**config.mk**
```make
export PLATFORM = sky130hd
export DESIGN_NAME = pgc_blend
export DESIGN_NICKNAME = d
export VERILOG_FILES = /design/src/rtl/core/pgc_pkg.sv /design/src/rtl/core/pgc_blend.sv
export SDC_FILE = /design/constraint.sdc
export NUM_CORES = 1
export LEC_CHECK = 0
export BUFFER_PORTS_ARGS = -buffer_cell sky130_fd_sc_hd__buf_2
export CORE_MARGIN = 2
export CORE_UTILIZATION = 25
export CTS_CLUSTER_DIAMETER = 150
export DETAILED_ROUTE_END_ITERATION = 8
export MAX_ROUTING_LAYER = met4
export PLACE_DENSITY = 0.39
export SETUP_SLACK_MARGIN = 0.05
export SLEW_MARGIN = 0
export SYNTH_ARGS = -nofsm -noshare
export SYNTH_HDL_FRONTEND = slang
export SYNTH_SLANG_ARGS = --single-unit
export TNS_END_PERCENT = 50
```
**constraint.sdc**
```tcl
create_clock -name clk -period 15.5 [get_ports clk]
set_input_delay 1.55 -clock clk [delete_from_list [all_inputs] [get_ports clk]]
set_output_delay 1.55 -clock clk [all_outputs]
set_load 0.01 [all_outputs]
```
**src/rtl/core/pgc_pkg.sv**
```systemverilog
// ----------------------------------------------------------------------------
// pgc_pkg
// shared widths, codes and transaction types of the palette gradient color map
// ----------------------------------------------------------------------------
package pgc_pkg;

  // field widths
  localparam int ESC_W      = 24;
  localparam int IDX_W      = 4;
  localparam int COLOR_W    = 32;
  localparam int SIZE_W     = 5;
  localparam int START_W    = 4;
  localparam int RANGE_W    = 24;
  localparam int CFG_IDX_W  = 2;
  localparam int CFG_DATA_W = 24;

  // color word layout: blended channels in the low bytes, top byte copied
  localparam int CH_W   = 8;
  localparam int NUM_CH = 3;

  // operation codes
  localparam logic OP_WRITE = 1'b0;
  localparam logic OP_COLOR = 1'b1;

  // configuration register indexes
  localparam logic [CFG_IDX_W-1:0] CFG_PALETTE_SIZE = 2'd0;
  localparam logic [CFG_IDX_W-1:0] CFG_START_OFFSET = 2'd1;
  localparam logic [CFG_IDX_W-1:0] CFG_CYCLE_RANGE  = 2'd2;

  // configuration reset values
  localparam logic [SIZE_W-1:0]  SIZE_RESET  = 5'd16;
  localparam logic [START_W-1:0] START_RESET = 4'd0;
  localparam logic [RANGE_W-1:0] RANGE_RESET = 24'd256;

  // transaction fields that ride along the arithmetic pipeline
  typedef struct packed {
    logic               operation;
    logic [IDX_W-1:0]   entry_index;
    logic [COLOR_W-1:0] entry_color;
  } pgc_item_t;

  // palette write port
  typedef struct packed {
    logic               en;
    logic [IDX_W-1:0]   idx;
    logic [COLOR_W-1:0] data;
  } pgc_wr_t;

endpackage

```
**src/rtl/core/pgc_blend.sv**
```systemverilog
// ----------------------------------------------------------------------------
// pgc_blend
// linear blend of two palette words per channel, registered output
// ----------------------------------------------------------------------------
module pgc_blend import pgc_pkg::*; #(
  parameter int FRAC_BITS = 8
) (
  input  logic                 clk,
  input  logic                 rst_n,
  input  logic                 valid_i,
  input  logic [COLOR_W-1:0]   color_a_i,
  input  logic [COLOR_W-1:0]   color_b_i,
  input  logic [FRAC_BITS-1:0] frac_i,
  output logic                 valid_o,
  output logic [COLOR_W-1:0]   color_o
);

  localparam int SUM_W = CH_W + FRAC_BITS + 2;
  localparam logic [FRAC_BITS:0] FRAC_ONE = (FRAC_BITS+1)'(1) << FRAC_BITS;

  logic [FRAC_BITS:0]   wt_a;
  logic [FRAC_BITS:0]   wt_b;
  logic [SUM_W-1:0]     mix [NUM_CH];
  logic [COLOR_W-1:0]   color_nxt;
  logic [COLOR_W-1:0]   color_r;
  logic                 valid_r;

  // c1 * (1 - f) + c2 * f, then drop the fraction
  always_comb begin
    wt_b      = {1'b0, frac_i};
    wt_a      = FRAC_ONE - wt_b;
    color_nxt = '0;
    color_nxt[COLOR_W-1 -: CH_W] = color_a_i[COLOR_W-1 -: CH_W];
    for (int c = 0; c < NUM_CH; c++) begin
      mix[c] = SUM_W'(color_a_i[c*CH_W +: CH_W]) * SUM_W'(wt_a)
             + SUM_W'(color_b_i[c*CH_W +: CH_W]) * SUM_W'(wt_b);
      color_nxt[c*CH_W +: CH_W] = mix[c][FRAC_BITS +: CH_W];
    end
  end

  always_ff @(posedge clk) begin
    if (!rst_n) begin
      valid_r <= 1'b0;
    end else begin
      valid_r <= valid_i;
    end
  end

  always_ff @(posedge clk) begin
    color_r <= color_nxt;
  end

  assign valid_o = valid_r;
  assign color_o = color_r;

endmodule

```
[Word-level counts from Yosys, hierarchy flattened]
Index checks and enable logic that the tools add are counted.
Cells by class
  multipliers: 6
  add/subtract/negate cells: 4
Operators with widths (number)
  $add 16x16->16: 3
  $mul 8x8->16: 3
  $mul 8x9->16: 3
  $sub 9x8->9 const A: 1
Word-level totals
  output and inout port bits: 33
  input port bits: 75
  register bits: 33
  logic and storage cells: 12

[Longest topological paths before layout]
  depth in word-level cells: 3
  gate-level depth with buffers: 24

[Worst setup path before layout]
Ideal clock, no wire load.
  kind: in2reg
  from: input frac_i[2]
  to: register color_r[23], in the netlist color_o[23]
  library setup time: 0.121 ns
  stages on the path: 22
  arrival time: 6.996 ns
  path slack: 8.383 ns
  cells stage by stage: buf_2 nor3_4 nand3b_2 xor2_1 clkbuf_1 and2_1 fa_1 inv_1 fa_1 fa_1 inv_1 fa_1 fa_1 inv_1 fa_1 inv_1 ha_1 a21o_1 a21o_1 a21o_1 a221o_1 xnor2_1
Between the ends
  cells in the longest elaborated chain, start to end: 3
  elaborated cells on any way between the ends: 4
  classes of those cells: 2 x add/sub; 2 x mul
RTL lines
  start: declaration: line pgc_blend.sv:13  | input logic [FRAC_BITS-1:0] frac_i,
  $sub 9x8->9: line pgc_blend.sv:31  | wt_a = FRAC_ONE - wt_b;
  $mul 8x9->16: line pgc_blend.sv:35  | mix[c] = SUM_W'(color_a_i[c*CH_W +: CH_W]) * SUM_W'(wt_a)
  $add 16x16->16 (*): line pgc_blend.sv:36  | + SUM_W'(color_b_i[c*CH_W +: CH_W]) * SUM_W'(wt_b);
  via color_nxt[23]: line pgc_blend.sv:24  | logic [COLOR_W-1:0] color_nxt;
  end signal: assignment: line pgc_blend.sv:50  | color_r <= color_nxt;
  end: declaration: line pgc_blend.sv:25  | logic [COLOR_W-1:0] color_r;
Mark *: on every way through the listed nets, which the timed path passes. The rest lies on a longest branch.
A chain may end at the register's enable or synchronous reset.

[Worst setup path in the final report]
  from: input frac_i[3]
  to: register color_r[13], in the netlist color_o[13]
Same word-level chain as after synthesis.

==> impl_metrics.toml <==
[final_layout]
layout.nets = 2127
layout.cells.non_filler = 2269
drive_gt1_frac = 0.0821
fin_util = 0.282
syn_to_final_growth_pct = 11.0

[critical_path]
cp_slowest_cell = "xnor2_2"
crit_type = "input pin to register"
path_cells = "buf_2, nor3_4, nand3_2, nor3_2, xnor2_2, buf_4, nand2_1, fa_1, fa_1, inv_1, fa_1, fa_1, fa_1, fa_1, ha_1, a21o_1, a21oi_1, nand2_1, a311oi_1, a21oi_1"
critical_path.max_stage_delay_ns = 0.71
cp_top_family = "adder cells"
critical_path_peak_fanout = 27
startpoint_type = "input pin"
path_common_cell = "fa_1"
end_kind = "register"
crit_arrival_ns = 8.31
cp.required_ns = 15.70
cp.depth = 20
worst-path-buf-inv = 3

[grt]
grt_pass1_vias = 10550
grtUsageTotal = 0.138
grt_first_pass_wirelength_um = 59100
overflow = 0
antenna_found_initial = 1
grt_max_degree = 46

[route]
postRouteWirelength_um = 35000
dr.pass1.iters = 4
vias = 9465
drtIter0Drc = 341
ant_nets = 0
drc_errors = 0
wl_per_cell_um = 15.4
via_per_inst = 4.17

[synth]
synth.net_count = 2065
synth.largest_area_cell = "fa_1"
ys_warn_count = 0
synth_commonest_cells = "inv_1, fa_1, and2_1"
yosysUniqueCellTypes = 34
synth_top_area_frac = 0.437
synth_edf_count = 0
ys_seq_elements = 33
syn_area_per_cell_um2 = 9.11
synth_area_um2 = 13800
yosysMostFrequentCell = "inv_1"
synthFlopType = "dfxtp_1"
synth_area_leaders = "fa_1, ha_1, and2_1"
synth_cells = 1509
ys_seq_area_frac = 0.0480
async_flop_share = 0

[pwr]
power_density_nw_per_um2 = 190
ir_drop_v = 0.000164
leakagePower_uw = 0.00791

[cts]
post_cts_buffers = 0
tritoncts = "done"
h-tree-depth = 2
ctsHoldBuffers = 0
cts.sinks = 33
path_clk_slew_ns = 0.08
cts_max_path_buffers = 2
cts_root_buf = "clkbuf_16"
cts_resized = 0
numCtsBuffers = 5

[die]
core_um2 = 54100
rows = 85
die_y_um = 239
io_pins = 108
die_area_um2 = 56900
initial_core_util = 0.254
die_x_um = 239

[run]
drv_cap = 0

[sta]
timing_hold_violations_final = 0
period_share = 0.523
fin_ws_ns = 7.39
max_freq_ghz = 0.123
slew_headroom = 0.299
min_period_ns = 8.11
rsz0062_at_grt = "no"
setup_violations = 0
tns_ns = 0
tightest_slew_ns = 1.05
slew_violations = 0

[placement]
gp_congestion = 0.740
port_buffers = 99
preCtsSetupSlack_ns = 7.05
hpwl_um = 28200
dp_cells = 2260

[min_path]
hp-class = "input pin to register"
min_delay_path_depth = 1

[run_status]
outcome = "finished clean"
[sequential cells by signal, indices dropped and copies added (netlist names)]
signal   cells
valid_o      1
color_o     32
[logic make-up (layout without fill, tap and decap cells)]
group,after synthesis,count (layout),share of synthesized area
fa+ha+maj,481,481,0.601
compound gates,48,48,0.0225
simple gates,452,452,0.175
other cells,0,1,0
buf+inv,447,510,0.123
xor+xnor,48,48,0.0306
flops,33,33,0.0480
[area by class of cell]
type,instances,area (um^2)
inverter,392,1470
multi-input combinational,1029,11500
sequential,33,661
tap,696,871
timing repair buffer,110,578
clock inverter,3,46.3
antenna,1,2.50
fill,5816,38900
clock buffer,5,125
[worst paths after layout]
kind / startpoint / to / slack [ns]
max: frac_i[3] / color_o[13] / 7.39
min: color_a_i[30] / color_o[30] / 1.34
[power breakdown]
group	total (uW)	internal, uW	switching (uW)
logic	2610	1180	1420
clock network	131	76.5	54.6
registers	170	161	8.40
[routing by layer]
| layer | wire, um | share of wire | up-vias | track usage |
|---|---|---|---|---|
| met1 | 17300 | 0.50 | 4833 | 0.197 |
| li1 | - | - | 4494 | - |
| met4 | 520 | 0.015 | 0 | 0.0284 |
| met2 | 16000 | 0.46 | 121 | 0.215 |
| met3 | 1100 | 0.031 | 17 | 0.0107 |
| met5 | 0 | 0 | - | - |
[per-stage QoR]
step | cell area, um^2 | hold WS [ns] | power [uW]
2_1_floorplan | 13800 | 1.58 | 2200
3_3_place_gp | 15100 | 1.65 | 2830
5_1_grt | 15300 | 1.33 | 3420
4_1_cts | 15300 | 1.33 | 2980
3_5_place_dp | 15100 | 1.65 | 2820
6_report | 15300 | 1.34 | 2910
[cell usage in the layout (no fill, tap or decap), types with 2 or more instances in the layout]
| cell type | instances |
|---|---|
| inv_1 | 392 |
| fa_1 | 300 |
| and2_1 | 244 |
| ha_1 | 181 |
| nand2_1 | 169 |
| buf_2 | 99 |
| xnor2_1 | 33 |
| dfxtp_1 | 33 |
| a21oi_1 | 13 |
| buf_4 | 11 |
| nor2_1 | 10 |
| xor2_1 | 9 |
| o21ai_0 | 8 |
| nor3_1 | 7 |
| a21o_1 | 7 |
| and3_1 | 6 |
| o21a_1 | 6 |
| nand3_1 | 5 |
| clkbuf_16 | 5 |
| a31oi_1 | 4 |
| nand4_1 | 3 |
| o211ai_1 | 3 |
| a22oi_1 | 3 |
| xor2_4 | 3 |
| nor3_4 | 2 |
| xnor2_4 | 2 |
| a311oi_1 | 2 |
(Power assumes the default switching activity.)
