[src/rtl/core/pgc_pkg.sv]
// ----------------------------------------------------------------------------
// pgc_pkg
// shared widths, codes and transaction types of the palette gradient color map
// ----------------------------------------------------------------------------
package pgc_pkg;

  // field widths
  localparam int ESC_W      = 24;
  localparam int IDX_W      = 4;
  localparam int COLOR_W    = 32;
  localparam int SIZE_W     = 5;
  localparam int START_W    = 4;
  localparam int RANGE_W    = 24;
  localparam int CFG_IDX_W  = 2;
  localparam int CFG_DATA_W = 24;

  // color word layout: blended channels in the low bytes, top byte copied
  localparam int CH_W   = 8;
  localparam int NUM_CH = 3;

  // operation codes
  localparam logic OP_WRITE = 1'b0;
  localparam logic OP_COLOR = 1'b1;

  // configuration register indexes
  localparam logic [CFG_IDX_W-1:0] CFG_PALETTE_SIZE = 2'd0;
  localparam logic [CFG_IDX_W-1:0] CFG_START_OFFSET = 2'd1;
  localparam logic [CFG_IDX_W-1:0] CFG_CYCLE_RANGE  = 2'd2;

  // configuration reset values
  localparam logic [SIZE_W-1:0]  SIZE_RESET  = 5'd16;
  localparam logic [START_W-1:0] START_RESET = 4'd0;
  localparam logic [RANGE_W-1:0] RANGE_RESET = 24'd256;

  // transaction fields that ride along the arithmetic pipeline
  typedef struct packed {
    logic               operation;
    logic [IDX_W-1:0]   entry_index;
    logic [COLOR_W-1:0] entry_color;
  } pgc_item_t;

  // palette write port
  typedef struct packed {
    logic               en;
    logic [IDX_W-1:0]   idx;
    logic [COLOR_W-1:0] data;
  } pgc_wr_t;

endpackage

[src/rtl/core/pgc_div_pipe.sv]
// ----------------------------------------------------------------------------
// pgc_div_pipe
// restoring divider, one quotient bit per pipeline stage, with sideband
// ----------------------------------------------------------------------------
module pgc_div_pipe import pgc_pkg::*; #(
  parameter int STEPS = 24,
  parameter int DW    = 24,
  parameter int SBW   = 1
) (
  input  logic             clk,
  input  logic             rst_n,
  input  logic             valid_i,
  input  logic [DW-1:0]    rem_i,     // partial remainder, below divisor
  input  logic [STEPS-1:0] bits_i,    // dividend bits, msb first
  input  logic [DW-1:0]    divisor,
  input  logic [SBW-1:0]   side_i,
  output logic             valid_o,
  output logic [DW-1:0]    rem_o,
  output logic [STEPS-1:0] quo_o,
  output logic [SBW-1:0]   side_o
);

  logic             vld_r  [STEPS];
  logic [DW-1:0]    rem_r  [STEPS];
  logic [STEPS-1:0] bits_r [STEPS];   // remaining dividend bits, quotient shifts in
  logic [SBW-1:0]   side_r [STEPS];

  for (genvar k = 0; k < STEPS; k++) begin : g_stage
    logic             vld_src;
    logic [DW-1:0]    rem_src;
    logic [STEPS-1:0] bits_src;
    logic [SBW-1:0]   side_src;
    logic [DW:0]      trial;
    logic [DW:0]      diff;
    logic             ge;
    logic [DW-1:0]    rem_nxt;
    logic [STEPS-1:0] bits_nxt;

    if (k == 0) begin : g_first
      assign vld_src  = valid_i;
      assign rem_src  = rem_i;
      assign bits_src = bits_i;
      assign side_src = side_i;
    end else begin : g_next
      assign vld_src  = vld_r[k-1];
      assign rem_src  = rem_r[k-1];
      assign bits_src = bits_r[k-1];
      assign side_src = side_r[k-1];
    end

    assign trial    = {rem_src, bits_src[STEPS-1]};
    assign diff     = trial - {1'b0, divisor};
    assign ge       = (trial >= {1'b0, divisor});
    assign rem_nxt  = ge ? diff[DW-1:0] : trial[DW-1:0];
    assign bits_nxt = {bits_src[STEPS-2:0], ge};

    always_ff @(posedge clk) begin
      if (!rst_n) begin
        vld_r[k] <= 1'b0;
      end else begin
        vld_r[k] <= vld_src;
      end
    end

    always_ff @(posedge clk) begin
      rem_r[k]  <= rem_nxt;
      bits_r[k] <= bits_nxt;
      side_r[k] <= side_src;
    end
  end

  assign valid_o = vld_r[STEPS-1];
  assign rem_o   = rem_r[STEPS-1];
  assign quo_o   = bits_r[STEPS-1];
  assign side_o  = side_r[STEPS-1];

endmodule

[config.mk]
export PLATFORM = sky130hd
export DESIGN_NAME = pgc_div_pipe
export DESIGN_NICKNAME = d
export VERILOG_FILES = /design/src/rtl/core/pgc_pkg.sv /design/src/rtl/core/pgc_div_pipe.sv
export SDC_FILE = /design/constraint.sdc
export NUM_CORES = 2
export LEC_CHECK = 0
export BUFFER_PORTS_ARGS = -buffer_cell sky130_fd_sc_hd__buf_2
export CELL_PAD_IN_SITES_DETAIL_PLACEMENT = 1
export CELL_PAD_IN_SITES_GLOBAL_PLACEMENT = 2
export CORE_ASPECT_RATIO = 1.2
export CORE_MARGIN = 2
export CORE_UTILIZATION = 35
export CTS_BUF_LIST = sky130_fd_sc_hd__clkbuf_4 sky130_fd_sc_hd__clkbuf_8 sky130_fd_sc_hd__clkbuf_16
export DETAILED_ROUTE_END_ITERATION = 16
export GPL_ROUTABILITY_DRIVEN = 0
export GPL_TIMING_DRIVEN = 0
export PLACE_DENSITY_LB_ADDON = 0.2
export SLEW_MARGIN = 20
export SYNTH_ARGS = -nofsm -noshare
export SYNTH_HDL_FRONTEND = slang
export SYNTH_SLANG_ARGS = --single-unit
[constraint.sdc]
create_clock -name clk -period 3.7 [get_ports clk]
set_input_delay 0.37 -clock clk [delete_from_list [all_inputs] [get_ports clk]]
set_output_delay 0.37 -clock clk [all_outputs]
set_load 0.01 [all_outputs]
After elaboration in Yosys (flattened, before gate mapping)

Memory sizes are Yosys's and may differ from the RTL's.
Cells that the tools add are included.

Bitwise operators: 24
$lt $le $gt $ge: 24
Add/subtract/negate cells: 24
Muxes and demuxes: 50

Operator list:

| cell           | count |
|---|---|
| $ge 25x24->1   | 24 |
| $mux 24        | 24 |
| $sub 24x24->24 | 24 |
| $mux 1         | 26 |
| $or 1x1->1     | 24 |

Memory bits (writable): 1,200
Output and inout port bits: 50
Flip-flop bits (word level): 0
Bits of input ports: 76
Memories kept: 4
Logic and storage cells: 126

Memory list:

| name   | depth | bits a word | read ports | clocked after memory_dff | wr ports | line               | source |
|---|---|---|---|---|---|---|---|
| bits_r | 24    | 24          | 24         | 0                        | 24       | pgc_div_pipe.sv:25 | `logic [STEPS-1:0] bits_r [STEPS];` |
| rem_r  | 24    | 24          | 24         | 0                        | 24       | pgc_div_pipe.sv:24 | `logic [DW-1:0] rem_r [STEPS];` |
| side_r | 24    | 1           | 24         | 0                        | 24       | pgc_div_pipe.sv:26 | `logic [SBW-1:0] side_r [STEPS];` |
| vld_r  | 24    | 1           | 24         | 0                        | 24       | pgc_div_pipe.sv:23 | `logic vld_r [STEPS];` |

Longest topological paths before layout

Word-level depth: 2
Gate-level depth with buffers: 15
Gate-level depth less buffers: 13

Worst setup path before layout

OpenSTA, ideal clock, no wires.

Path type: input to register
Start: input port divisor[1]
End: memory rem_r[19][16], in the netlist rem_r[2][88]
Setup slack: -0.267 ns
Data arrival time: 3.844 ns
Library setup time: 0.123 ns
Data required time: 3.577 ns
Cell stages on the path: 14
Buffers on the path: 2
Cell sequence: inv_1 > ha_1 > nor2b_1 > o31a_1 > o31ai_2 > a31oi_1 > a221o_1 > a221o_1 > a31oi_1 > o41ai_1 > a211o_1 > buf_4 > buf_6 > mux2_1

RTL lines:

| what               | line               | source |
|---|---|---|
| start: declaration | pgc_div_pipe.sv:15 | `input logic [DW-1:0] divisor,` |
| end: declaration   | pgc_div_pipe.sv:24 |  |

==> reports/qor.yml <==
clocking:
  cts_root_buf: "sky130_fd_sc_hd__clkbuf_16"
  cts_buffers: 136
  cts_tree: "built"
  cts.sinks: 1200
  clock_insertion_delay_worst_skew_ps: 790
  htree_num_levels: 4
  cts.clk_slew.worst_paths_ps: 60
  clock_tree.buffer_depth: 3
final_layout:
  areaGrowthSynthToFinish_pct: 17.5
  layout_commonest_cell: "sky130_fd_sc_hd__dfxtp_1"
  nets_finish: 7073
  layout.cells.most_common_list: "sky130_fd_sc_hd__dfxtp_1, sky130_fd_sc_hd__ha_1, sky130_fd_sc_hd__a21oi_1"
  layout.cells.non_filler: 8664
  final_core_utilization_pct: 41.3
  multiInputGateArea_um2: 33400
  final.fill_count: 18600
  drive_gt1_share_pct: 15.0
  layout.area.seq_um2: 24000
logic_synthesis:
  ys.warnings.count: 0
  synth_largest_area_cell: "sky130_fd_sc_hd__dfxtp_1"
  post_synth_num_cell_types: 83
  synth.net_count: 6693
  synthMuxAreaShare_pct: 7.14
  synth.ff_latch_count: 1200
  dominantRegCellSynth: "sky130_fd_sc_hd__dfxtp_1"
  synth_seq_area_share_pct: 41.2
  synth_top_family_by_area: "compound AO/OA/AOI/OAI gates"
  postSynth.asyncResetShare_pct: 0
  yosysTopAreaCellShare_pct: 41.2
  post_synth_fa_ha_maj_area_fraction_pct: 13.2
  synth_area_leaders: "sky130_fd_sc_hd__dfxtp_1, sky130_fd_sc_hd__ha_1, sky130_fd_sc_hd__mux2_2"
  synth_enable_flop_cells: 0
  synthXorXnorAreaFrac_pct: 6.89
  synthSimpleGateAreaFrac_pct: 11.7
  syn-instance-count: 6017
  synth.avg_cell_area_um2: 9.70
  synth_area_um2: 58400
  synth-compound-area-share_pct: 17.4
critical_path:
  crit_slowest_cell: "sky130_fd_sc_hd__or4b_2"
  timing.critical_path.cells: "buf_2 > clkinvlp_4 > buf_4 > buf_4 > ha_1 > and3_1 > a221oi_1 > nor2b_1 > a31oi_2 > a211oi_1 > o31a_1 > or4b_2 > a31oi_1 > xor2_1 > o21ai_0"
  critPathRequiredTime_ps: 4310
  worstPathArrival_ps: 4290
  top_cell_by_count_worst_path: "sky130_fd_sc_hd__buf_4"
  cp_slowest_stage_delay_ps: 640
  critPathTopFamily: "compound AO/OA/AOI/OAI gates"
  startpoint_type: "input pin"
  worst-path-buf-inv: 4
  worstSetupPathDepth: 15
  crit_type: "input pin to flip-flop"
  cp_max_fo: 5
  type_of_destination_of_the_critical_path: "flip-flop"
  reg2reg_depth: 13
global_routing:
  grt_pass1_wl_um: 274000
  overflow: 0
  grt_pass1_vias: 48000
  grt_start_max_net_pins: 25
  number_of_antenna_violations_at_the_first_check_in_global_routing: 14
  grtUsageTotal_pct: 20.8
route:
  drc: 0
  route.vias.total: 45300
  1st_pass_router_iterations: 5
  routed_wirelength_um: 178000
  wl_per_cell_um: 20.6
  via_per_inst: 5.23
  drt_iter0_markers: 1937
  antenna_violating_nets_post_route: 0
floorplanning:
  die_w_um: 377
  die-height_um: 451
  initial_core_util_pct: 35.2
  num_io_pins: 126
  core_um2: 166000
  die-area_um2: 170000
  std_cell_rows: 164
run:
  maxCapViolations: 0
pwr:
  worst_ir_drop_vdd_uv: 586
  power.leakage_nw: 29.8
  power.density_cell_area_nw_per_um2: 1100
placement:
  dpl_worst_slack_ps: -2220
  placed_cells_incl_taps: 8321
  count_of_buffers_inserted_at_the_top_level_ports: 125
  detailedPlacementHpwl_um: 130000
sta:
  whs_ps: 150
  worst_slew_margin_rel_pct: 48.3
  worst_clock_skew_ps: 27.5
  endpoints_failing_hold: 0
  max_clock_freq_ghz: 0.272
  rsz0062_at_grt: "true"
  final.period_utilization_pct: 99.5
  postLayoutSetupSlackWorst_ps: 17.3
  final-max-slew-violation-count: 0
  fin_crit_ps: 3680
  report.final.setup_viol: 0
  worst_pin_slew_ps: 776
status:
  outcome: "finished, final reports clean"
min_path:
  min_path_cells: 3
  min-delay-path-class: "input pin to flip-flop"
-- metrics by stage --
step                cell area [um^2]  total power [W]  TNS [ps]
floorplan                      58400           0.0494      -374
global placement               61800           0.0597  -2203630
detailed placement             62300           0.0603   -957420
CTS                            68200           0.0757         0
global route                   68600           0.0813     -41.7
finish                         68600           0.0752         0
-- cell families (layout without fill, tap and decap cells) --
kind of cell	after synthesis	count (layout)
multiplexers	370	370
adder cells (fa/ha/maj)	600	600
AO/OA/AOI/OAI	1612	1612
other	0	4
AND/OR/NAND/NOR	1429	1429
buffers and inverters	347	832
flip-flops	1200	1200
XOR/XNOR	459	459
-- registers in the layout (all words and copies together) (netlist names) --
signal / count
bits_r: 576
rem_r: 576
side_r: 24
vld_r: 24
-- power by group --
part | total [W] | internal, W | switching (W) | leakage [nW]
clock network | 0.0142 | 0.00851 | 0.00568 | 2.35
registers | 0.0212 | 0.0184 | 0.00282 | 10.1
logic | 0.0398 | 0.0180 | 0.0217 | 17.4
total | 0.0752 | 0.0450 | 0.0302 | 29.8
-- path summary, 6_finish.rpt --
path,startpoint,to,slack (ps)
max,divisor[7],rem_r[0][166],20
min,divisor[1],rem_r[1][1],150
max reg2reg,bits_r[0][143],rem_r[0][166],70
min reg2reg,bits_r[1][126],bits_r[1][151],300
-- tightest hold or removal path, stage by stage --
cell and delay (ps):
sky130_fd_sc_hd__buf_8 210, sky130_fd_sc_hd__fa_1 210, sky130_fd_sc_hd__mux2i_1 60
-- layer usage --
| layer | GRT usage, % | vias up | share of wire, % |
|---|---|---|---|
| met3 | 3.28 | 362 | 3.3 |
| met5 | 0 | - | 0 |
| met1 | 24.4 | 21900 | 42 |
| li1 | - | 22400 | - |
| met4 | 9.19 | 0 | 4.4 |
| met2 | 37.3 | 641 | 50 |
-- cells in the mapped netlist (11+ instances only) --
library cell	number
sky130_fd_sc_hd__dfxtp_1	1200
sky130_fd_sc_hd__ha_1	576
sky130_fd_sc_hd__a21oi_1	500
sky130_fd_sc_hd__nor2_1	410
sky130_fd_sc_hd__nand2_1	358
sky130_fd_sc_hd__o21ai_0	357
sky130_fd_sc_hd__mux2_2	311
sky130_fd_sc_hd__xnor2_1	292
sky130_fd_sc_hd__a21o_1	219
sky130_fd_sc_hd__inv_1	205
sky130_fd_sc_hd__xor2_1	167
sky130_fd_sc_hd__nand3_1	106
sky130_fd_sc_hd__nor3_1	97
sky130_fd_sc_hd__clkbuf_1	91
sky130_fd_sc_hd__nor2b_1	89
sky130_fd_sc_hd__nand2b_1	79
sky130_fd_sc_hd__o21a_1	78
sky130_fd_sc_hd__nand4_1	66
sky130_fd_sc_hd__o21bai_1	64
sky130_fd_sc_hd__a31oi_1	61
sky130_fd_sc_hd__and3_1	53
sky130_fd_sc_hd__and2_1	52
sky130_fd_sc_hd__a211oi_1	49
sky130_fd_sc_hd__mux2i_1	44
sky130_fd_sc_hd__or3_1	38
sky130_fd_sc_hd__o31ai_1	32
sky130_fd_sc_hd__o211ai_1	28
sky130_fd_sc_hd__a21boi_0	27
sky130_fd_sc_hd__buf_4	25
sky130_fd_sc_hd__fa_1	24
sky130_fd_sc_hd__nor4_1	20
sky130_fd_sc_hd__o31a_1	19
sky130_fd_sc_hd__a211o_1	18
sky130_fd_sc_hd__and4_1	16
sky130_fd_sc_hd__buf_2	15
sky130_fd_sc_hd__or2_2	15
sky130_fd_sc_hd__a41oi_1	14
sky130_fd_sc_hd__mux2_4	14
sky130_fd_sc_hd__o41ai_1	13
sky130_fd_sc_hd__a311oi_1	11
sky130_fd_sc_hd__a31o_2	11
sky130_fd_sc_hd__o311ai_0	11
-- layout make-up --
cell class | instances | area share, %
diodes | 4 | 0.0146
clock buffers | 173 | 5.62
multi-input cells | 4470 | 48.7
clock inverters | 70 | 1.36
well taps | 2158 | 3.94
inverters | 205 | 1.20
flip-flops and latches | 1200 | 35.0
repair inverters | 2 | 0.0219
plain buffers | 137 | 1.12
repair buffers | 245 | 3.02
-- timing repair --
action                                 in CTS  in global routing
resized for setup                          89                 95
setup buffers                              32                 16
hold buffers                               51                  0
endpoints found under the hold margin      54                  0
gates cloned                                2                  0
setup endpoints to repair                 583                369
pin swaps                                   5                 17
Note: power is estimated with default switching activity, not from simulation.
